==> config.mk <==
export PLATFORM = sky130hd
export DESIGN_NAME = bpuis_queue
export DESIGN_NICKNAME = d
export VERILOG_FILES = /design/src/sv/bpuis_pkg.sv /design/src/sv/bpuis_queue.sv
export SDC_FILE = /design/constraint.sdc
export NUM_CORES = 1
export LEC_CHECK = 0
export ABC_AREA = 1
export BUFFER_PORTS_ARGS = -buffer_cell sky130_fd_sc_hd__buf_2
export CAP_MARGIN = 30
export CELL_PAD_IN_SITES_DETAIL_PLACEMENT = 0
export CELL_PAD_IN_SITES_GLOBAL_PLACEMENT = 1
export CORE_MARGIN = 2
export CORE_UTILIZATION = 30
export CTS_CLUSTER_DIAMETER = 100
export DETAILED_ROUTE_END_ITERATION = 16
export PLACE_DENSITY = 0.6
export REMOVE_ABC_BUFFERS = 1
export SLEW_MARGIN = 5
export SYNTH_ARGS = -nofsm -noshare
export SYNTH_HDL_FRONTEND = slang
export SYNTH_SLANG_ARGS = --single-unit
==> constraint.sdc <==
create_clock -name i_clk -period 15.3 [get_ports i_clk]
set_clock_uncertainty 0.1 [all_clocks]
set_input_delay 2.295 -clock i_clk [delete_from_list [all_inputs] [get_ports i_clk]]
set_output_delay 2.295 -clock i_clk [all_outputs]
set_load 0.02 [all_outputs]
==> src/sv/bpuis_pkg.sv <==
// Shared types, constants and functions for the Bloom-prefiltered unique ID set.
// No dependencies; imported by every module of the block except bpuis_ram.
`default_nettype none

package bpuis_pkg;

    // Store size and number of Bloom probes taken from the CRC
    localparam int CAPACITY    = 64;
    localparam int HASH_PROBES = 4;

    // Derived widths: the count must hold CAPACITY itself
    localparam int CNT_W  = $clog2(CAPACITY + 1);
    localparam int ADDR_W = (CAPACITY > 1) ? $clog2(CAPACITY) : 1;

    localparam int ID_W    = 256;
    localparam int BLOOM_W = 256;
    localparam int NBYTES  = ID_W / 8;

    localparam logic [31:0] CRC_POLY = 32'hEDB8_8320;
    localparam logic [31:0] CRC_INIT = 32'hFFFF_FFFF;

    // Depth of the queue between front and back end
    localparam int Q_DEPTH = 2;
    localparam int Q_PTR_W = 1;

    typedef enum logic [1:0] {
        ST_INSERTED = 2'd0,
        ST_PRESENT  = 2'd1,
        ST_FULL     = 2'd2
    } t_status;

    typedef enum logic [1:0] {
        FR_IDLE,
        FR_CRC,
        FR_PUSH
    } t_front_state;

    typedef enum logic [1:0] {
        BK_IDLE,
        BK_SEARCH,
        BK_DECIDE
    } t_back_state;

    // Word 3 first so that byte 0 lands in bits 7:0 of the packed whole
    typedef struct packed {
        logic [63:0] id_word3;
        logic [63:0] id_word2;
        logic [63:0] id_word1;
        logic [63:0] id_word0;
    } t_id_in;

    typedef struct packed {
        t_status    status;
        logic       bloom_hit;
        logic [6:0] entry_count;
    } t_result;

    // Classified item passed from front to back end
    typedef struct packed {
        logic [ID_W-1:0] id;
        logic [31:0]     crc;
    } t_work;

    // One reflected CRC-32 byte step, eight bit steps
    function automatic logic [31:0] crc_byte(input logic [31:0] c, input logic [7:0] b);
        logic [31:0] r;
        r = c ^ {24'd0, b};
        for (int i = 0; i < 8; i++) begin
            r = r[0] ? ((r >> 1) ^ CRC_POLY) : (r >> 1);
        end
        return r;
    endfunction

    // True when every probed Bloom bit is set
    function automatic logic probe_hit(input logic [BLOOM_W-1:0] bits, input logic [31:0] crc);
        logic h;
        h = 1'b1;
        for (int k = 0; k < 4; k++) begin
            if (k < HASH_PROBES) begin
                h = h & bits[crc[k*8 +: 8]];
            end
        end
        return h;
    endfunction

endpackage

`default_nettype wire

==> src/sv/bpuis_queue.sv <==
// Short queue of classified items between front and back end.
// Depends on bpuis_pkg.
`default_nettype none

module bpuis_queue
    import bpuis_pkg::*;
(
    input  wire logic  i_clk,
    input  wire logic  i_rst_n,
    input  wire logic  i_push,
    input  wire t_work i_data,
    output logic       o_full,
    output logic       o_vld,
    output t_work      o_data,
    input  wire logic  i_pop
);

    t_work              r_mem [Q_DEPTH];
    logic [Q_PTR_W-1:0] r_wr_ptr;
    logic [Q_PTR_W-1:0] r_rd_ptr;
    logic [Q_PTR_W:0]   r_fill;
    logic               do_push;
    logic               do_pop;

    assign o_full  = (r_fill == (Q_PTR_W + 1)'(Q_DEPTH));
    assign o_vld   = (r_fill != '0);
    assign o_data  = r_mem[r_rd_ptr];
    assign do_push = i_push && !o_full;
    assign do_pop  = i_pop && o_vld;

    // Pointers and fill level
    always_ff @(posedge i_clk) begin
        if (!i_rst_n) begin
            r_wr_ptr <= '0;
            r_rd_ptr <= '0;
            r_fill   <= '0;
        end else begin
            if (do_push) begin
                r_wr_ptr <= r_wr_ptr + Q_PTR_W'(1);
            end
            if (do_pop) begin
                r_rd_ptr <= r_rd_ptr + Q_PTR_W'(1);
            end
            if (do_push && !do_pop) begin
                r_fill <= r_fill + (Q_PTR_W + 1)'(1);
            end else if (do_pop && !do_push) begin
                r_fill <= r_fill - (Q_PTR_W + 1)'(1);
            end
        end
    end

    // Entry storage
    always_ff @(posedge i_clk) begin
        if (do_push) begin
            r_mem[r_wr_ptr] <= i_data;
        end
    end

endmodule

`default_nettype wire

Word-level counts from Yosys, hierarchy flattened
Memories as Yosys holds them, arrays and structs flattened. A register that Yosys moved wholly into a read port is not among the register bits. Index checks and enable logic that the tools add are counted.

Logic and storage cells: 24. RAM bits: 576. Output and inout port bits: 290. Memories: 1. Bits in registers: 4.

Reduce and logical (&&, ||, !) cells: 9. Muxes and demuxes: 6. Add/subtract/negate cells: 4. Eq/ne operators: 1.

Memory list: r_mem (words 2, bits a word 288, rd ports 1, clocked after Yosys merged registers in 1, write ports 1, RTL line bpuis_queue.sv:18) `t_work r_mem [Q_DEPTH];`.

Operator list (count): 1-bit logical AND (4); 1-bit two-way mux (4); 2-bit two-way mux (2); 2-bit nonzero test (2); 1-bit zero test (3); 1-bit adder (second input constant) (2); 2-bit by 1-bit adder with 2-bit output (second input constant) (1); 2-bit equality test (second input constant) (1); 2-bit by 1-bit subtractor with 2-bit output (second input constant) (1).

Depth between registers and ports, before layout
Gate-level depths: netlist (run 1).

Depth in word-level cells: 7. Gate-level depth with buffers: 10. Depth with buffers taken out: 10.

Worst setup path after synthesis (run 1)
OpenSTA, ideal clock, no wires.

Path type: in2reg. Start: in i_push. End: mem r_mem[0][0] (netlist name) (enable). Path slack: -117 ps. Cell stages on the path: 2. Arrival: 14373 ps. Library setup time: 944 ps. Data required time: 14256 ps. Cell sequence: o21ai_0 nor2_1.

Longest elaborated chain between the ends: 3.

RTL lines: start: declaration (RTL line bpuis_queue.sv:10) `input wire logic i_push,`; 1-bit logical AND (RTL line bpuis_queue.sv:28) `assign do_push = i_push && !o_full;`; 1-bit two-way mux (RTL line bpuis_queue.sv:54) `if (do_push) begin`; 1-bit two-way mux (implied by the code) (RTL line bpuis_queue.sv:55) `r_mem[r_wr_ptr] <= i_data;`; end: declaration (RTL line bpuis_queue.sv:18).

No other way between the ends.

==> metrics.md, run 1 <==
| Metric | Value |
|---|---|
| Run status | complete, no violations |
| Routed wire length | 49.2 mm |
| DP HPWL | 34.2 mm |
| Io pins | 582 |
| RSZ-0062 raised after global routing | no |
| Synth unique cells | 15 |
| Vias/cell | about 4.3 |
| Setup repair bufs after CTS | 0 |
| PostCTS Resize Cnt | 0 |
| Seq/Total Area, Yosys | 79.6% |
| Remaining routing DRC violations | 0 |
| Num Clock Sinks | 581 |
| First-pass GRT wire length | roughly 70 mm |
| Vias in the first global route | 11.5k |
| Clock Latency Late Sink | ~590 ps |
| Yosys reg bits | 581 |
| CTS root buffer | clkbuf_16 |
| Net count, final | 1852 |
| Worst-margin pin slew | 1230 ps |
| Filler cells | 6664 |
| CP endpoint kind | primary output |
| Total CTS buffers | just over 60 |
| Starting Density | 30.4% |
| Mapped Cells | 933 |
| Core outline area | 0.0719 mm² |
| Flop2flop setup slack | about 12000 ps |
| Reg-to-reg endpoint | r_mem[0][100] |
| Synth Cell Area | 0.0219 mm² |
| Crit path time final | 6000 ps |
| TNS Setup | 0 ps |
| Final period util | between 30% and 40% |
| Placed Area | 0.0258 mm² |
| Die Span Y | around 270 µm |
| Worst IR drop on VDD | ~0.11 mV |
| Die Area | 0.0750 mm² |
| Crit path required time | 12900 ps |
| CTS tree | done |
| Worst Hold Class | flip-flop to flip-flop |
| Critical path startpoint category | flip-flop |
| DR WL/cell | 19.2 µm |
| Maxcap violations | 0 |
| Final ANT Viol Nets | 0 |
| Initial antenna violation count | 14 |
| CTS clk-pin slew, worst paths | around 60 ps |
| Worst R2R Path Depth | 5 |
| Largest net degree at the start of global routing | 149 |
| Critical path fanouts, max | between 50 and 60 |
| CP endpoint | o_data[24] |
| Critical Path AT | 3610 ps |
| Most frequent cells in the layout | buf_2 (581), edfxtp_1 (576), mux2_4 (201) |
| Commonest non-fill, non-tap cell in the layout | buf_2 |
| Starting DRT DRC Count | 666 |
| Die Width | around 270 µm |
| H-tree Lvls | 2 |
| Slew Viols, Final | 0 |
| Mapped Avg Cell Area | 23.4 µm² |
| Endpoints failing hold | 0 |
| Hold buffers post-CTS | 0 |
| FP Rows | 98 |
| Worst R2R Start | r_fill[0] |
| Routed via count | 10.9k |
| Overflow after GRT | 0 |
| Area Growth Syn to Fin | 27.0% |
| Design Area, Final | 0.0278 mm² |
| Power per cell area | 170 mW/mm² |
| Synth Warn # | 0 |
| GRT Util Overall | 12.3% |
| Critical path type | flip-flop to primary output |
| Routability cong. | around 0.78 |
| IO buf count | roughly 580 |
| CTS Buffer Depth | 3 |
| Max Fclk | around 0.17 GHz |
| Pleak | 10.6 nW |
| Layout cells sized above 1 | about three fifths |
| First-pass DRT Iterations | 4 |
| Fin Hold WS | 405 ps |
| Rel. slew slack | between 10% and 20% |
| Final Setup Violations | 0 |
-- power by group --
group / internal [W] / switching (W)
registers: 0.00201 / 0.0000696
logic: 0.000517 / 0.000718
clock network: 0.000812 / 0.000582
-- per-stage QoR --
step	utilization, %	total power, W	setup WS (ps)	std cells
4_1_cts	38.5	0.00478	8790	2551
6_report	38.6	0.00471	9300	2563
3_3_place_gp	35.8	0.00336	9510	2442
2_1_floorplan	-	0.00326	-117	901
3_5_place_dp	35.8	0.00336	9450	2442
5_1_grt	38.6	0.00492	9080	2560
-- kinds of logic after synthesis --
kind of cell	Yosys count	synth area share, %
mux	288	18.3
compound gates	5	0.126
simple gates	18	0.326
flops	581	79.6
buf+inv	40	1.61
fa+ha+maj	1	0.0572
-- synth_stat cells --
cell,instances,area (µm²)
ha_1,1,12.5
edfxtp_1,576,17300
a21oi_1,1,5.00
inv_1,8,30.0
o21ai_0,3,15.0
nor2_1,9,33.8
dfxtp_1,5,100
nand4_1,1,6.26
nand3_1,1,5.00
buf_2,6,30.0
mux2_4,201,3020
nand2_1,7,26.3
mux2_2,87,980
buf_6,26,293
o21a_1,1,7.51
-- sequential cells by signal (all words and copies together) (netlist names), named ones only --
signal    count
r_wr_ptr      1
r_mem       576
r_rd_ptr      1
r_fill        2
-- metal layers --
layer / track usage (%) / vias up / part of all wire (%)
li1: - / 4985 / -
met1: 13.5 / 5405 / 37
met2: 21.8 / 387 / 51
met3: 4.66 / 103 / 8.7
met4: 4.29 / 14 / 2.9
met5: 0 / - / 0.20
-- final cells by class --
type,count,area [µm²],share of cell area (%)
inverters,8,30.0,0.108
repair buffers,595,3110,11.2
clock inverters,37,283,1.02
well taps,950,1190,4.28
multi-input cells,312,4120,14.9
clock buffers,72,1610,5.80
flip-flops and latches,581,17400,62.7
diodes,8,20.0,0.0721
-- worst min-delay path by stage --
stage	start	endpoint	slack (ps)	cells after the start
2_1_floorplan	r_rd_ptr	flip-flop	370	2
4_1_cts	r_rd_ptr	r_rd_ptr	410	2
5_1_grt	r_rd_ptr	r_rd_ptr	430	2
3_3_place_gp	r_rd_ptr	r_rd_ptr	390	2
3_5_place_dp	r_rd_ptr	r_rd_ptr	390	2
6_report	r_rd_ptr	r_rd_ptr	400	2
-- critical path: stages (launching register included) --
cell and delay (ps):
dfxtp_4 920, buf_4 570, buf_4 790, mux2_2 420, buf_2 160
Note: power is estimated with default switching activity, not from simulation.
==> inputs of run 2 (changes only) <==
- ABC_AREA: 1 -> 0
- clock period: 15.3 -> 5.1 ns (I/O delays scaled with it)
==> run 2 against run 1 <==
  * Hold slack got worse by 150 ps
  * Cell count rose by 0.47%
  * Setup slack got worse by 7600 ps
  * First-iteration DRC count fell by 16%
  * Synthesized cell count fell by 1.3%
  * Sequential share of layout area fell by 0.91 points
  * Total power rose to 3.2 times the previous value
  * Global-route usage rose by 0.60 points
  * Sequential power rose to 3.0 times the previous value
  * Cell area rose by 1.5%
  * Die area barely moved
  * Non-clock buffer count rose by 17
  * Highest routed layer unchanged
==> metrics.md, run 2 <==
| Metric | Value |
|---|---|
| Rel. slew slack | 46.2% |
| Vias in the first global route | approximately 12k |
| Routability cong. | 0.771 |
| CTS Buffer Depth | 3 |
| Clock Latency Late Sink | 580 ps |
| H-tree Lvls | 3 |
| Flop2flop setup slack | 2730 ps |
| Run status | complete, no violations |
| Core outline area | 0.0719 mm² |
| CP endpoint kind | primary output |
| Top register by number of flip-flops | r_mem |
| Hold buffers post-CTS | 0 |
| Starting DRT DRC Count | 558 |
| NetSw | between 0.004 and 0.005 W |
| Synth Cell Area | 0.0219 mm² |
| Vias/cell | 4.26 |
| PostCTS Resize Cnt | 0 |
| TNS Setup | 0 ps |
| RSZ-0062 raised after global routing | no |
| Top-count cell post-synth | edfxtp_1 |
| Layout cells sized above 1 | between 60% and 70% |
| Crit path required time | 4240 ps |
| EDFF count, synth | between 500 and 600 |
| CTS clk-pin slew, worst paths | approximately 60 ps |
| CTS tree | done |
| Crit path time final | 3430 ps |
| Placed Area | 0.0260 mm² |
| Design Area, Final | roughly 0.028 mm² |
| Most frequent cells in the layout | buf_2 (581), edfxtp_1 (576), mux2_4 (201) |
| Num Clock Sinks | 581 |
| Endpoints failing hold | 0 |
| Commonest cells post-synth | edfxtp_1 (576), mux2_4 (201), mux2_2 (87) |
| CTS root buffer | clkbuf_16 |
| DR WL/cell | 19.6 µm |
| Seq/Total Area, Yosys | 79.6% |
| Mux cell area share after synthesis | between 10% and 20% |
| Yosys top cell area share | 79.1% |
| Share of flip-flops with an asynchronous set or reset | 0% |
| Remaining routing DRC violations | 0 |
| Main synth FF type | edfxtp_1 |
| Comb power frac | 28.1% |
| Critical path type | flip-flop to primary output |
| Largest family of logic cells by synthesized area | multiplexers |
| Final period util | 67.2% |
| Worst Hold Class | primary input to flip-flop |
| Largest regs | r_mem (576), r_fill (2) |
| Power per cell area | 538 mW/mm² |
| Final Non-Filler Cells | 2575 |
| First-pass DRT Iterations | 4 |
| Synth top area cells | edfxtp_1 (79%), mux2_4 (14%), mux2_2 (4.5%) |
| DP HPWL | ~35 mm |
| Net count, final | 1862 |
| Synth Area in XOR/XNOR | 0.120% |
| Commonest non-fill, non-tap cell in the layout | buf_2 |
| Die Span Y | 274 µm |
| Mapped Cells | between 900 and 1k |
| Area Growth Syn to Fin | 28.9% |
| First-pass GRT wire length | 72.8 mm |
| Final Setup Violations | 0 |
| Pleak | 10.8 nW |
| Slew Viols, Final | 0 |
| GRT Util Overall | between 10% and 20% |
| Initial antenna violation count | 10 |
| Routed via count | 11.0k |
| Max Fclk | between 0.2 and 0.3 GHz |
| Overflow after GRT | 0 |
| Largest net degree at the start of global routing | between 90 and 100 |
| Mapped Avg Cell Area | 23.7 µm² |
| Compound-Gate Fraction of Synth Area | 0.149% |
| Total CTS buffers | 66 |
| Synth unique cells | 21 |
| Maxcap violations | 0 |
| Clk pwr share | 31.0% |
| Die Width | between 200 and 300 µm |
| Worst IR drop on VDD | roughly 0.26 mV |
| Final ANT Viol Nets | 0 |
| Critical path fanouts, max | 61 |
| Synth Warn # | 0 |
| Critical path startpoint category | flip-flop |
| Seq pwr share | 40.9% |
| Fin Hold WS | 256 ps |
| Routed wire length | 50.4 mm |
| IO buf count | 581 |
| Internal power | 0.0106 W |
| Filler cells | 6717 |
| Sw frac | a little under a third |
| Simple-gate share of the synthesized area | 0.263% |
| Synth Area in Adders | 0.0573% |
| DP Cell Count | 2450 |
| Synth area leader | edfxtp_1 |
| Worst-margin pin slew | approximately 810 ps |
| Setup repair bufs after CTS | 0 |
| Critical Path AT | 2560 ps |
| Starting Density | approximately 30% |
| Die Area | around 0.075 mm² |
| Worst R2R Start | r_fill[0] |
| Yosys reg bits | 581 |
| Io pins | 582 |
| FP Rows | around 100 |
| Hold_sp | i_data[28] |
| Largest register FFs | 576 |
-- run 2: worst max-delay path, cell delays in order, from the launching register on --
cell and delay (ps):
dfxtp_4 860, buf_12 440, mux2_2 390, buf_2 160
-- run 2: final cells by class --
type | instances | area [µm²] | area share [%]
repair buffers | 612 | 3250 | 11.5
multi-input cells | 306 | 4140 | 14.7
clock inverters | 36 | 414 | 1.47
well taps | 950 | 1190 | 4.22
diodes | 5 | 12.5 | 0.0444
clock buffers | 83 | 1770 | 6.27
inverters | 2 | 7.51 | 0.0266
flip-flops and latches | 581 | 17400 | 61.8
-- run 2: worst paths after layout --
path / cells past startpoint / to
worst min-delay path: 1 / r_mem[1][28]
worst max register to register: 5 / r_mem[0][73]
worst max-delay path: 3 / o_data[281]
worst min register to register: 2 / r_fill[1]
-- run 2: per-stage QoR --
stage                     util (%)  setup WS, ps  total power (W)
final                         39.2          1670           0.0151
after global routing          39.2          1500           0.0158
after CTS                     39.2          1540           0.0154
after detailed placement      36.1          2200           0.0106
after global placement        36.1          2220           0.0106
after floorplan                  -         -7770          0.00962
-- run 2: cells by family after synthesis --
group                    Yosys count
AO/OA/AOI/OAI                      5
buffers and inverters             34
multiplexers                     288
AND/OR/NAND/NOR                    9
XOR/XNOR                           3
flip-flops                       581
adder cells (fa/ha/maj)            1
-- run 2: power by group through the flow --
stage               logic (W)  clock network, W  registers, W
floorplan             0.00292                 0       0.00670
global placement      0.00432                 0       0.00628
detailed placement    0.00433                 0       0.00631
CTS                   0.00435           0.00487       0.00621
global route          0.00451           0.00504       0.00626
finish                0.00426           0.00470       0.00620
-- run 2: routing by layer --
layer | GRT usage, % | vias up | part of all wire, %
met5 | 0 | - | 0.13
met4 | 5.42 | 10 | 3.0
met3 | 4.69 | 97 | 8.3
met2 | 23.1 | 387 | 52
met1 | 13.8 | 5462 | 36
li1 | - | 5002 | -
==> inputs of run 3 (changes only) <==
- ABC_AREA: 0 -> 1
- clock period: 5.1 -> 2.9 ns (I/O delays scaled with it)
==> run 3 against run 2 <==
  * Routed wire length is 3.0% higher
  * First-iteration DRC count is 17% lower
  * Count of clock-buffer cells in the layout is 4 lower
  * Total power is 73% higher
  * Cell area is 11% higher
  * Flip-flop and latch count stayed put
  * Critical path type unchanged
==> metrics.md, run 3 (synthesized netlist as in run 1, its figures left out) <==
| Metric | Value |
|---|---|
| Hold path cells | 4 |
| Vias/cell | around 4.2 |
| GRT Util Overall | 13.2% |
| Critical path fanouts, max | 26 |
| Largest regs | r_mem (576), r_fill (2) |
| Net count, final | 2177 |
| Final Setup Violations | 0 |
| Worst Hold Class | primary input to flip-flop |
| Design Area, Final | 0.0312 mm² |
| Pleak | ~12 nW |
| Diodes inserted | 0 |
| CTS Buffer Depth | 3 |
| IO buf count | 581 |
| Worst R2R Start | r_fill[1] |
| Routability cong. | roughly 0.75 |
| Die Width | 274 µm |
| RSZ-0062 raised after global routing | no |
| Maxcap violations | 0 |
| PostCTS Resize Cnt | 0 |
| GR Util met2 | 23.8% |
| CTS root buffer | clkbuf_16 |
| Hold_sp | i_pop |
| Starting Density | 30.4% |
| Post-Place Worst Slack | 669 ps |
| Die Area | 0.0750 mm² |
| Core outline area | 0.0719 mm² |
| Routed via count | roughly 12k |
| DP Cell Count | 2476 |
| Overflow after GRT | 0 |
| Largest register FFs | 576 |
| Final Core Density | 43.5% |
| Critical Path AT | 2170 ps |
| Worst IR drop on VDD | 0.523 mV |
| Setup ws final | 198 ps |
| Met3 GRT Util | about 4.1% |
| CP endpoint kind | primary output |
| Final period util | between 90 and 100% |
| Placed Area | 0.0262 mm² |
| Endpoints failing hold | 0 |
| Worst R2R Path Depth | 5 |
| Rel. slew slack | 44.9% |
| Starting DRT DRC Count | 461 |
| Top register by number of flip-flops | r_mem |
| Global Route met1 Usage | 14.5% |
| Max Fclk | between 0.3 and 0.4 GHz |
| Clock Latency Late Sink | 570 ps |
| First-pass GRT wire length | between 70 and 80 mm |
| Routed wire length | 51.9 mm |
| Largest net degree at the start of global routing | 68 |
| Critical path type | flip-flop to primary output |
| Critical path startpoint category | flip-flop |
| Slew Viols, Final | 0 |
| Most frequent cells in the layout | buf_2 (581), edfxtp_1 (576), dlygate4sd3_1 (289) |
| Layout cells sized above 1 | 52.4% |
| Filler cells | 6421 |
| Remaining routing DRC violations | 0 |
| Setup repair bufs after CTS | 0 |
| CTS clk-pin slew, worst paths | 50 ps |
| Grt peak-use layer | met2 |
| Crit path required time | 2370 ps |
| First-pass DRT Iterations | 5 |
| Area Growth Syn to Fin | 42.8% |
| Fin Hold WS | roughly 200 ps |
| Total CTS buffers | 67 |
| Power per cell area | 840 mW/mm² |
| Io pins | 582 |
| Vias in the first global route | 13.0k |
| Worst-margin pin slew | 817 ps |
| Crit path time final | 2700 ps |
| Die Span Y | between 200 and 300 µm |
| Final ANT Viol Nets | 0 |
| DP HPWL | around 36 mm |
| H-tree Lvls | 3 |
| Hold buffers post-CTS | 289 |
| Num Clock Sinks | just under 600 |
| DR WL/cell | 18.0 µm |
| Final Non-Filler Cells | ~2.9k |
| CTS tree | done |
| Run status | complete, no violations |
| FP Rows | between 90 and 100 |
| Commonest non-fill, non-tap cell in the layout | buf_2 |
| Initial antenna violation count | 2 |
## run 3: changes by cell type in the layout (fill, tap and decap cells not counted), sizes merged, moves of 2 or more
cell,before,now
buf,612,625
a21boi,2,0
clkinvlp,0,3
bufinv,6,8
nor2,1,9
clkbuf,83,79
dlygate4sd3,0,289
nand2,0,7
clkinv,21,19
and2,3,0
diode,5,0
xnor2,2,0
## run 3: power by group
part	switching [W]	internal, W
combinational	0.00409	0.00315
sequential	0.000274	0.0106
clock	0.00316	0.00495
total	0.00753	0.0187
## run 3: through the flow
stage                     power [W]   TNS, ps
after detailed placement     0.0181         0
after global placement       0.0180         0
after floorplan              0.0144  -8474580
after CTS                    0.0267         0
after global routing         0.0274         0
final                        0.0262         0
## run 3: worst paths after layout
kind	endpoint	slack, ps
worst max-delay path	o_data[275]	200
worst min-delay path	r_rd_ptr	200
worst max register to register	r_mem[1][220]	730
worst min register to register	r_rd_ptr	400
## run 3: critical path, cell delays in order (launching register included)
cell     delay, ps
dfxtp_4        510
buf_12         270
buf_12         240
mux2_2         350
buf_2          160
## run 3: layer usage
metal / share of wire (%) / vias to the layer above
li1: - / 5615
met1: 37 / 5899
met2: 52 / 395
met3: 7.4 / 88
met4: 3.0 / 4
met5: 0.050 / -
## run 3: area by class of cell
cell class | count | area, µm² | share of cell area [%]
Timing Repair Buffer | 914 | 6370 | 20.4
Clock inverter | 34 | 390 | 1.25
Sequential cell | 581 | 17400 | 55.7
Clock buffer | 79 | 1720 | 5.51
Multi-Input combinational cell | 312 | 4120 | 13.2
Tap cell | 950 | 1190 | 3.81
Inverter | 8 | 30.0 | 0.0962
