<file path="src/sv/bpuis_pkg.sv">
// Shared types, constants and functions for the Bloom-prefiltered unique ID set.
// No dependencies; imported by every module of the block except bpuis_ram.
`default_nettype none

package bpuis_pkg;

    // Store size and number of Bloom probes taken from the CRC
    localparam int CAPACITY    = 64;
    localparam int HASH_PROBES = 4;

    // Derived widths: the count must hold CAPACITY itself
    localparam int CNT_W  = $clog2(CAPACITY + 1);
    localparam int ADDR_W = (CAPACITY > 1) ? $clog2(CAPACITY) : 1;

    localparam int ID_W    = 256;
    localparam int BLOOM_W = 256;
    localparam int NBYTES  = ID_W / 8;

    localparam logic [31:0] CRC_POLY = 32'hEDB8_8320;
    localparam logic [31:0] CRC_INIT = 32'hFFFF_FFFF;

    // Depth of the queue between front and back end
    localparam int Q_DEPTH = 2;
    localparam int Q_PTR_W = 1;

    typedef enum logic [1:0] {
        ST_INSERTED = 2'd0,
        ST_PRESENT  = 2'd1,
        ST_FULL     = 2'd2
    } t_status;

    typedef enum logic [1:0] {
        FR_IDLE,
        FR_CRC,
        FR_PUSH
    } t_front_state;

    typedef enum logic [1:0] {
        BK_IDLE,
        BK_SEARCH,
        BK_DECIDE
    } t_back_state;

    // Word 3 first so that byte 0 lands in bits 7:0 of the packed whole
    typedef struct packed {
        logic [63:0] id_word3;
        logic [63:0] id_word2;
        logic [63:0] id_word1;
        logic [63:0] id_word0;
    } t_id_in;

    typedef struct packed {
        t_status    status;
        logic       bloom_hit;
        logic [6:0] entry_count;
    } t_result;

    // Classified item passed from front to back end
    typedef struct packed {
        logic [ID_W-1:0] id;
        logic [31:0]     crc;
    } t_work;

    // One reflected CRC-32 byte step, eight bit steps
    function automatic logic [31:0] crc_byte(input logic [31:0] c, input logic [7:0] b);
        logic [31:0] r;
        r = c ^ {24'd0, b};
        for (int i = 0; i < 8; i++) begin
            r = r[0] ? ((r >> 1) ^ CRC_POLY) : (r >> 1);
        end
        return r;
    endfunction

    // True when every probed Bloom bit is set
    function automatic logic probe_hit(input logic [BLOOM_W-1:0] bits, input logic [31:0] crc);
        logic h;
        h = 1'b1;
        for (int k = 0; k < 4; k++) begin
            if (k < HASH_PROBES) begin
                h = h & bits[crc[k*8 +: 8]];
            end
        end
        return h;
    endfunction

endpackage

`default_nettype wire

</file>
<file path="src/sv/bpuis_front.sv">
// Front end: accepts identifiers and computes their CRC-32, one byte a cycle.
// Depends on bpuis_pkg.
`default_nettype none

module bpuis_front
    import bpuis_pkg::*;
(
    input  wire logic   i_clk,
    input  wire logic   i_rst_n,
    input  wire logic   i_push,
    input  wire t_id_in i_id,
    output logic        o_full,
    output logic        o_q_push,
    output t_work       o_q_data,
    input  wire logic   i_q_full
);

    t_front_state    r_state, n_state;
    logic [ID_W-1:0] r_id, n_id;
    logic [31:0]     r_crc, n_crc;
    logic [4:0]      r_byte, n_byte;

    // State and payload registers
    always_ff @(posedge i_clk) begin
        if (!i_rst_n) begin
            r_state <= FR_IDLE;
        end else begin
            r_state <= n_state;
        end
        r_id   <= n_id;
        r_crc  <= n_crc;
        r_byte <= n_byte;
    end

    // Next state: take item, step CRC over 32 bytes, hand over to queue
    always_comb begin
        n_state       = r_state;
        n_id          = r_id;
        n_crc         = r_crc;
        n_byte        = r_byte;
        o_full        = 1'b1;
        o_q_push      = 1'b0;
        o_q_data.id   = r_id;
        o_q_data.crc  = r_crc ^ CRC_INIT;
        case (r_state)
            FR_IDLE: begin
                o_full = 1'b0;
                if (i_push) begin
                    n_id    = i_id;
                    n_crc   = CRC_INIT;
                    n_byte  = 5'd0;
                    n_state = FR_CRC;
                end
            end
            FR_CRC: begin
                n_crc  = crc_byte(r_crc, r_id[{r_byte, 3'b000} +: 8]);
                n_byte = r_byte + 5'd1;
                if (r_byte == 5'(NBYTES - 1)) begin
                    n_state = FR_PUSH;
                end
            end
            FR_PUSH: begin
                if (!i_q_full) begin
                    o_q_push = 1'b1;
                    n_state  = FR_IDLE;
                end
            end
            default: begin
                n_state = FR_IDLE;
            end
        endcase
    end

endmodule

`default_nettype wire

</file>
<file path="config.mk">
export PLATFORM = sky130hd
export DESIGN_NAME = bpuis_front
export DESIGN_NICKNAME = d
export VERILOG_FILES = /design/src/sv/bpuis_pkg.sv /design/src/sv/bpuis_front.sv
export SDC_FILE = /design/constraint.sdc
export NUM_CORES = 1
export LEC_CHECK = 0
export ABC_CLOCK_PERIOD_IN_PS = 39700
export BUFFER_PORTS_ARGS = -buffer_cell sky130_fd_sc_hd__buf_2
export CORE_AREA = 2 2 213 215
export DETAILED_ROUTE_END_ITERATION = 8
export DIE_AREA = 0 0 215 217
export MAX_ROUTING_LAYER = met4
export PLACE_DENSITY = 0.57
export SETUP_SLACK_MARGIN = 0.05
export SYNTH_ARGS = -nofsm -noshare
export SYNTH_HDL_FRONTEND = slang
export SYNTH_SLANG_ARGS = --single-unit
</file>
<file path="constraint.sdc">
create_clock -name i_clk -period 39.7 [get_ports i_clk]
set_clock_uncertainty 0.15 [all_clocks]
set_input_delay 3.97 -clock i_clk [delete_from_list [all_inputs] [get_ports i_clk]]
set_output_delay 3.97 -clock i_clk [all_outputs]
set_load 0.005 [all_outputs]
</file>
# Word-level counts from Yosys, hierarchy flattened

Cells that the tools add are included.

Memories kept: 0
Output and inout port bits: 290
Bits in read-only memories: 0
RAM bits: 0
Bits in latches: 0
Input bits: 260
Flip-flop bits (word level): 295

Multipliers: 0
Reductions and logical operators: 5
Equality and inequality tests: 6
Bitwise operators: 10
Multiplexer cells: 19
Divide/modulo/power cells: 0
$add $sub $neg: 1
Order comparisons: 0
Shift-type cells: 1

Operators with widths:

| kind                                           | number |
|---|---|
| two-way mux 32 bit                             | 9 |
| variable part select 256 x 9 -> 8 bit          | 1 |
| inverter 13 -> 14 bit                          | 8 |
| case mux 32 bit (2 select lines)               | 1 |
| inverter 32 bit                                | 1 |
| XOR 32 x 8 -> 32 bit                           | 1 |
| case mux 5 bit (2 select lines)                | 1 |
| two-way mux 2 bit                              | 3 |
| inequality test 2 bit (second input constant)  | 3 |
| case mux 2 bit (3 select lines)                | 1 |
| adder 5 x 1 -> 5 bit (second input constant)   | 1 |
| == test 5 bit (second input constant)          | 1 |
| two-way mux 5 bit                              | 1 |
| AND reduction 2 bit                            | 2 |
| two-way mux 1 bit                              | 3 |
| AND reduction 3 bit                            | 1 |
| == test 2 x 1 -> 1 bit (second input constant) | 1 |
| == test 2 bit (second input constant)          | 1 |
| logical NOT 2 bit                              | 1 |
| nonzero test 2 bit                             | 1 |

# Depth between registers and ports, before layout

Gate-level depths: netlist of the first run.

Word-level depth: 19
Gate-level depth with buffers: 12
Mapped depth without buffers: 8

# Worst setup path after synthesis of the first run

OpenSTA, ideal clock, no wires.

Path kind: input to register
Start point: input port i_push
End point: register r_state[0]
Data arrival time: 15.367 ns
Buffers on the path: 0
Slack: 24.075 ns
Stages: 3
Path through: inv_1 > nor2_1 > o21a_1

Cells in the longest elaborated chain, start to end: 2

RTL lines:

| what                            | RTL line          | RTL |
|---|---|---|
| start: declaration              | bpuis_front.sv:10 | `input wire logic i_push,` |
| inequality test 2 bit (no line) | --                |  |
| AND reduction 3 bit (no line)   | --                |  |
| end signal: assignment          | bpuis_front.sv:28 | `r_state <= n_state;` |
| end: declaration                | bpuis_front.sv:18 | `t_front_state r_state, n_state;` |

Every way passes these cells.
A chain may end at the register's enable or synchronous reset.

# Worst setup path in the final report of the first run

Start point: input port i_q_full
End point: output port o_q_push

Cells in the longest elaborated chain, start to end: 2

RTL lines:

| what               | RTL line          | RTL |
|---|---|---|
| start: declaration | bpuis_front.sv:15 | `input wire logic i_q_full` |
| two-way mux 1 bit  | bpuis_front.sv:63 | `if (!i_q_full) begin` |
| two-way mux 1 bit  | bpuis_front.sv:45 | `case (r_state)` |
| end: declaration   | bpuis_front.sv:13 | `output logic o_q_push,` |

Every way passes these cells.

==> flow_metrics.tcl, run 1 <==
set metrics [dict create \
    outcome "complete, no violations" \
    criticalPathCategory "in -> out" \
    grt_use_total 0.1770 \
    rr_worst_depth 9 \
    hold_end "r_state[1]$_SDFFE_PN0P_" \
    finalSetupViolations 0 \
    max_freq_mhz 116.9 \
    gr-total-overflow 0 \
    fin_crit_sh 0.2154 \
    syn_avg_cell_area_sq_um 18.67 \
    hpwl_microns 31350 \
    timing.rr.start "r_byte[0]$_SDFFCE_PN0P_" \
    cts_buffer_depth 3 \
    drtAntennaViolNets 0 \
    end_kind "output pin" \
    syn-num-nets 927 \
    drt-met1-wl_microns 17010 \
    gp_congestion 0.8450 \
    drt_iter0_drc 502 \
    syn_inst 665 \
    top_layer_used "met4" \
    die-area_sq_um 46660 \
    cts_resized 0 \
    regToRegEndpoint "r_crc[19]$_SDFFCE_PN1P_" \
    arrival_ps 4430 \
    wl_met2_microns 20750 \
    ctsRootBufferMaster "clkbuf_16" \
    yosys_warnings 0 \
    yosysSeqAreaShare 0.7117 \
    fp.dieW_microns 215 \
    antenna_found_initial 4 \
    clock-sinks 295 \
    pin_count 550 \
    cts_hold_buf 0 \
    grt_pass1_wl_microns 57950 \
    port_buffers 549 \
    synth_cell_types 45 \
    synth_area_sq_um 12420 \
    yosysMostFrequentCell "edfxtp_1" \
    rows 78 \
    min_path_cells 2 \
    synth_edf_count 293 \
    yosysTopAreaCellShare 0.7085 \
    die_h_microns 217 \
    synth_flop_cell "edfxtp_1" \
    power.total_mw 1.033 \
    drive_above_1_share 0.5359 \
    core_sq_um 44700 \
    cp-start-kind "input port" \
    hp-class "reg -> reg" \
    power_density_nw_per_um2 61.45 \
    cp.required_ps 35580 \
    p_leak_nw 7.016 \
    wire_per_inst_microns 22.44 \
    yosysTopAreaCell "edfxtp_1" \
    finalHoldViolations 0 \
    route.met3.wl_microns 3044 \
    area_delta_synth_final_pct 35.35 \
    tightest_slew_ps 1169 \
    firstDrtPassIters 5 \
    worst-path-max-fanout 2 \
    nets 1492 \
    fin_setup_tns_ps 0 \
    maxCapViolCount 0 \
    finalCriticalPeriod_ps 8553 \
    hold_start "r_state[1]$_SDFFE_PN0P_" \
    clock_latency_ps 540 \
    num_vias 8156 \
    vias_per_cell 4.394 \
    rsz0062_at_grt "false" \
    slew_headroom 0.2206 \
    yosys-top-cells-count "edfxtp_1, mux2i_1, mux4_2, nand2_1, xnor2_1" \
    clk_pin_slew_ps 60 \
    slew_violations 0 \
    start_util 0.2778 \
    routed_wl_microns 41640 \
    r2r_slack_ps 35090 \
    cts_setup_buffers 0 \
    async_reset_ff_frac 0 \
    grt_max_degree 98 \
    ys_ff_latch 295 \
    peakVddDrop_mv 0.03447 \
    cts_buffers 34 \
    synthTopCellsByArea "edfxtp_1, mux4_2, mux2i_1" \
    htreeDepth 2 \
    drc 0 \
    grt_pass1_vias 8567 \
    cts_tree "built" \
]
==> critical path, stage by stage <==
cell and delay, ps:
buf_2 110, nor3b_1 200, buf_2 150
==> metal layers <==
metal  up-vias  track usage
li1       3710            -
met1      4049       0.2160
met2       351       0.2894
met3        46      0.05073
met4         0      0.04667
met5         -            -
==> how the worst max path moves through the flow <==
stage	from	end	slack, ps
2_1_floorplan	i_push	r_state[0]$_SDFFE_PN0P_	24070
5_1_grt	i_q_full	o_q_push	31140
6_report	i_q_full	o_q_push	31150
4_1_cts	i_q_full	o_q_push	31140
3_3_place_gp	i_q_full	o_q_push	31170
3_5_place_dp	i_q_full	o_q_push	31150
==> kinds of logic after synthesis <==
| logic type | Yosys count | share of synthesized area |
|---|---|---|
| buffers and inverters | 63 | 0.02761 |
| flip-flops | 295 | 0.7117 |
| AND/OR/NAND/NOR | 77 | 0.03043 |
| adder cells (fa/ha/maj) | 2 | 0.002015 |
| XOR/XNOR | 65 | 0.07315 |
| multiplexers | 110 | 0.1253 |
| AO/OA/AOI/OAI | 53 | 0.02972 |
==> flip-flops by register name, indices dropped and copies added, names as in the netlist <==
signal,cells
r_state,2
r_id,256
r_crc,32
r_byte,5
==> stage by stage <==
stage / hold WS, ps / cells / util / setup WS, ps / cell area, sq um
after floorplan: 344.4 / 665 / - / 24070 / 12420
after global placement: 386.2 / 1794 / 0.3537 / 31170 / 15810
after detailed placement: 398.0 / 1794 / 0.3537 / 31150 / 15810
after CTS: 409.8 / 1852 / 0.3758 / 31140 / 16800
after global routing: 420.7 / 1856 / 0.3760 / 31140 / 16810
final: 411.2 / 1856 / 0.3760 / 31150 / 16810
==> layout make-up <==
class,instances,area [sq um]
Fill cell,4337,27890
Antenna cell,4,10.01
Multi-Input combinational cell,307,3263
Inverter,33,123.9
Clock inverter,16,105.1
Sequential cell,295,8838
Tap cell,600,750.7
Clock buffer,42,880.8
Timing Repair Buffer,559,2835
==> report_power, final <==
group	internal, mW	total [mW]	switching [mW]
clock	0.159	0.286	0.128
sequential	0.386	0.405	0.0191
combinational	0.185	0.341	0.157
total	0.729	1.03	0.304
==> cells in the final DEF, fill, tap and decap left out, types with 14 or more instances in the layout <==
cell,n
clkbuf_16,34
mux4_2,35
edfxtp_1,293
xnor3_1,14
a21oi_1,16
inv_1,33
xnor2_1,35
mux2i_1,70
a22oi_1,24
nand2_1,35
buf_2,549
No activity file was read; power rests on OpenSTA's default activity.
==> inputs of run 2 (changes only) <==
- ABC_CLOCK_PERIOD_IN_PS: 39700 -> 7700
- PLACE_DENSITY: 0.57 -> 0.59
- clock period: 39.7 -> 7.7 ns (I/O delays scaled with it)
==> run 2 against run 1 <==
Clock power grew to 5.8 times the previous value. Sequential power rose to 5.2 times the previous value. Non-clock buffer count is 3 lower. Critical path type is now reg -> reg. Largest cell class unchanged.
==> flow_metrics.tcl, run 2 (synthesis gave the netlist of run 1 again) <==
set metrics [dict create \
    slew_headroom 0.2865 \
    finalHoldViolations 0 \
    area_delta_synth_final_pct 36.41 \
    rr_worst_depth 8 \
    critical_path.top_delay_family "XOR/XNOR gates" \
    worst-path-buf-inv 0 \
    max_freq_mhz 227.5 \
    gp_congestion 0.8739 \
    path_cells "and2_1 > a22oi_1 > a21oi_1 > nor4_2 > xnor2_2 > xnor3_1 > xnor3_1 > nand2b_1" \
    hold_start "i_id[242]" \
    end_kind "register" \
    arrival_ps 4510 \
    rows 78 \
    worst-path-max-fanout 17 \
    peakVddDrop_mv 0.1901 \
    grt_use_total 0.1802 \
    fp.dieW_microns 215 \
    antenna_found_initial 2 \
    power.total_mw 5.499 \
    cts_buffers 35 \
    post-place-ws_ps 3232 \
    hold_end "r_id[242]$_DFFE_PP_" \
    timing.rr.start "r_byte[2]$_SDFFCE_PN0P_" \
    routed_wl_microns 42030 \
    die_h_microns 217 \
    instances_no_fill 1854 \
    slowest_stage "and2_1" \
    cts_setup_buffers 0 \
    firstDrtPassIters 7 \
    fin_crit_sh 0.5708 \
    htreeDepth 2 \
    start_util 0.2778 \
    seq_area_sq_um 8838 \
    multiInputGateArea_sq_um 3263 \
    top_regs "r_id: 256 flops, r_crc: 32 flops, r_byte: 5 flops" \
    largest_reg_flops 256 \
    place_inst 1791 \
    fin_area_sq_um 16940 \
    grt_pass1_vias 8649 \
    ctsRootBufferMaster "clkbuf_16" \
    top_register "r_id" \
    min_path_cells 1 \
    final_core_util 0.3790 \
    finalCriticalPeriod_ps 4395 \
    hp-class "in -> reg" \
    r2r_slack_ps 3300 \
    critical-path-max-stage-delay_ps 920 \
    hpwl_microns 31840 \
    crit_path_frequent_cell "xnor3_1" \
    fin_setup_tns_ps 0 \
    cts_hold_buf 0 \
    nets 1490 \
    clock_latency_ps 540 \
    pin_count 550 \
    cts_tree "built" \
    cp-start-kind "register" \
    drt_iter0_drc 636 \
    gr-total-overflow 0 \
    rsz0062_at_grt "false" \
    grt_pass1_wl_microns 58950 \
    place_area_sq_um 15800 \
    fillerInstances 4328 \
    final_cell_mix "buf_2, edfxtp_1, mux2i_1, clkbuf_16" \
    die-area_sq_um 46660 \
    drtAntennaViolNets 0 \
    finalSetupViolations 0 \
    power_density_nw_per_um2 324.6 \
    cts_resized 0 \
    vias_per_cell 4.444 \
    outcome "complete, no violations" \
    p_leak_nw 7.076 \
    tightest_slew_ps 1065 \
    num_vias 8239 \
    drive_above_1_share 0.5351 \
    core_sq_um 44700 \
    cts_buffer_depth 3 \
    wire_per_inst_microns 22.67 \
    criticalPathCategory "reg -> reg" \
    port_buffers 549 \
    cp.required_ps 7820 \
    layout_commonest_cell "buf_2" \
    clk_pin_slew_ps 60 \
    fin_hold_ws_ps 247.7 \
    clock-sinks 295 \
    grt_max_degree 161 \
    slew_violations 0 \
    worst_slack_ps 3305 \
    maxCapViolCount 0 \
    regToRegEndpoint "r_crc[19]$_SDFFCE_PN1P_" \
    drc 0 \
]
[run 2: layer usage]
layer  up-vias  global-route usage  routed length, microns
met5         -                   -                       0
met4         0             0.06092                    1092
met3        58             0.04179                    3037
met2       376              0.2931                   20780
met1      4101              0.2222                   17120
li1       3704                   -                       -
[run 2: power breakdown]
part	leakage (nW)	switching, mW	internal (mW)
sequential	2.78	0.115	1.99
clock	0.545	0.667	0.994
combinational	3.75	0.782	0.950
[run 2: worst max path at each step]
| stage | from | endpoint | slack [ps] | cells past startpoint |
|---|---|---|---|---|
| after floorplan | i_push | r_id[0]$_DFFE_PP_ | 2510 | 2 |
| after global placement | r_byte[2]$_SDFFCE_PN0P_ | r_crc[19]$_SDFFCE_PN1P_ | 3180 | 8 |
| after detailed placement | r_byte[2]$_SDFFCE_PN0P_ | r_crc[19]$_SDFFCE_PN1P_ | 3230 | 8 |
| after CTS | r_byte[2]$_SDFFCE_PN0P_ | r_crc[19]$_SDFFCE_PN1P_ | 3190 | 8 |
| after global routing | r_byte[0]$_SDFFCE_PN0P_ | r_crc[22]$_SDFFCE_PN1P_ | 3030 | 8 |
| final | r_byte[2]$_SDFFCE_PN0P_ | r_crc[19]$_SDFFCE_PN1P_ | 3300 | 8 |
[run 2: layout make-up]
| class | count | share of cell area |
|---|---|---|
| Clock inverter | 17 | 0.01197 |
| Multi-Input combinational cell | 307 | 0.1926 |
| Tap cell | 600 | 0.04432 |
| Timing Repair Buffer | 556 | 0.1668 |
| Inverter | 33 | 0.007312 |
| Sequential cell | 295 | 0.5218 |
| Clock buffer | 44 | 0.05495 |
| Antenna cell | 2 | 0.0002954 |
==> inputs of run 3 (changes only) <==
- ABC_CLOCK_PERIOD_IN_PS: 7700 -> 3600
- clock period: 7.7 -> 3.6 ns (I/O delays scaled with it)
==> run 3 against run 2 <==
Highest routed layer unchanged. Core utilization is 7.3 points higher. Critical endpoint unchanged. Cell area is 19% higher. Register-to-register slack worse by 3200 ps. Largest power group is now combinational logic. Combinational power grew to 2.6 times the previous value. Global-route usage is 1.9 points higher. Sequential share of layout area is 8.4 points lower.
==> flow_metrics.tcl, run 3 (synthesis gave the netlist of run 1 again) <==
set metrics [dict create \
    top_regs "r_id: 256 flops, r_crc: 32 flops, r_byte: 5 flops" \
    outcome "complete, no violations" \
    antenna_found_initial 1 \
    cts_buffer_depth 3 \
    seq_area_sq_um 8840 \
    drtAntennaViolNets 0 \
    vias_per_cell 4.420 \
    tightest_slew_ps 685.9 \
    power.share.switching 0.2868 \
    final_core_util 0.4515 \
    drc 0 \
    slew_headroom 0.5407 \
    port_buffers 549 \
    startpoint "r_byte[1]$_SDFFCE_PN0P_" \
    gr-total-overflow 0 \
    power_frac_comb 0.362 \
    hpwl_microns 33600 \
    slew_violations 0 \
    pwr-share-clk 0.278 \
    fp.dieW_microns 215 \
    maxCapViolCount 0 \
    arrival_ps 3590 \
    hp-class "in -> reg" \
    htreeDepth 2 \
    grt_use_total 0.1995 \
    largest_reg_flops 256 \
    drt_iter0_drc 580 \
    nets 1805 \
    finalHoldViolations 0 \
    top_register "r_id" \
    grt_pass1_vias 10336 \
    fin_area_sq_um 20180 \
    worst-path-max-fanout 13 \
    hold_start "i_push" \
    final_cell_mix "buf_2, edfxtp_1, dlygate4sd3_1, mux2i_1, buf_4" \
    layout_commonest_cell "buf_2" \
    drive_above_1_share 0.4698 \
    cts_buffers 36 \
    max_freq_mhz 287.8 \
    fin_crit_sh 0.9653 \
    ctsRootBufferMaster "clkbuf_16" \
    power.total_mw 12.50 \
    clk_pin_slew_ps 60 \
    power_frac_seq 0.360 \
    grt_max_degree 98 \
    finalCriticalPeriod_ps 3475 \
    die_h_microns 217 \
    clock-sinks 295 \
    rows 78 \
    cts_tree "built" \
    multiInputGateArea_sq_um 3342 \
    gp_congestion 0.8258 \
    criticalPathCategory "reg -> reg" \
    cp-start-kind "register" \
    cp.required_ps 3720 \
    rsz0062_at_grt "true" \
    pin_count 550 \
    num_vias 9604 \
    start_util 0.2778 \
    firstDrtPassIters 5 \
    peakVddDrop_mv 0.3799 \
    p_sw_mw 3.586 \
    finalSetupViolations 0 \
    intPower_mw 8.916 \
    end_kind "register" \
    p_leak_nw 8.511 \
    place_area_sq_um 16220 \
    fillerInstances 3965 \
    grt_pass1_wl_microns 66340 \
    timing.rr.start "r_byte[1]$_SDFFCE_PN0P_" \
    core_sq_um 44700 \
    area_delta_synth_final_pct 62.53 \
    clock_latency_ps 540 \
    wire_per_inst_microns 21.56 \
    die-area_sq_um 46660 \
    power_density_nw_per_um2 619.4 \
    routed_wl_microns 46850 \
]
==> run 3: changes by cell type in the layout (fill, tap and decap cells not counted), sizes merged <==
cell,delta
inv,+2
clkinv,+7
bufinv,-2
dlygate4sd3,+258
buf,+54
==> run 3: worst paths after layout <==
path                             endpoint  slack (ps)  cells past startpoint
setup / recovery  r_crc[19]$_SDFFCE_PN1P_         120                     12
hold / removal        r_id[151]$_DFFE_PP_         340                      4
setup reg to reg  r_crc[19]$_SDFFCE_PN1P_         120                     12
hold reg to reg   r_state[1]$_SDFFE_PN0P_         400                      2
==> run 3: critical path: stages (launching register included) <==
cell,delay [ps]
edfxtp_1,420
buf_12,160
buf_12,140
buf_12,150
mux4_2,300
mux4_2,530
nor2_4,120
nor3_2,50
buf_4,170
xnor2_4,190
xnor3_2,310
xnor3_1,350
nand2b_1,140
==> run 3: routing by layer <==
metal  part of all wire  wire length [microns]  GRT usage
met5                  0                      0          -
met1               0.42                  19460     0.2472
met2               0.48                  22590     0.3169
met4              0.043                   2011    0.08575
met3              0.060                   2792    0.04333
==> run 3: cell type report <==
| type | count | area share |
|---|---|---|
| Antenna cell | 2 | 0.0002480 |
| Clock buffer | 42 | 0.04680 |
| Clock inverter | 24 | 0.008555 |
| Inverter | 33 | 0.006137 |
| Multi-Input combinational cell | 307 | 0.1656 |
| Sequential cell | 295 | 0.4380 |
| Tap cell | 600 | 0.03720 |
| Timing Repair Buffer | 870 | 0.2975 |
==> run 3: power groups by stage <==
stage                     logic [mW]  clock network, mW  registers, mW
after global routing            4.87               3.69           4.53
after detailed placement        4.08                  0           4.56
final                           4.53               3.48           4.50
after CTS                       4.34               3.58           4.49
after floorplan                 2.78                  0           4.51
after global placement          4.04                  0           4.55
==> run 3: through the flow <==
stage | instances | hold WS, ps | setup slack, ps | TNS [ps]
2_1_floorplan | 665 | 308.9 | -1352 | -357200
3_3_place_gp | 1831 | 377.6 | 48.10 | 0
3_5_place_dp | 1831 | 388.1 | -87.66 | -133.5
4_1_cts | 2157 | 296.9 | 18.54 | 0
5_1_grt | 2172 | 318.1 | 19.11 | 0
6_report | 2173 | 336.5 | 124.9 | 0
==> run 3: timing repair <==
action / CTS / global route
endpoints found under the setup margin: 5 / 14
setup buffers: 2 / 12
cloned: 0 / 2
endpoints found under the hold margin: 258 / 0
resized for setup: 1 / 14
pin swaps: 1 / 5
hold buffers: 258 / 0
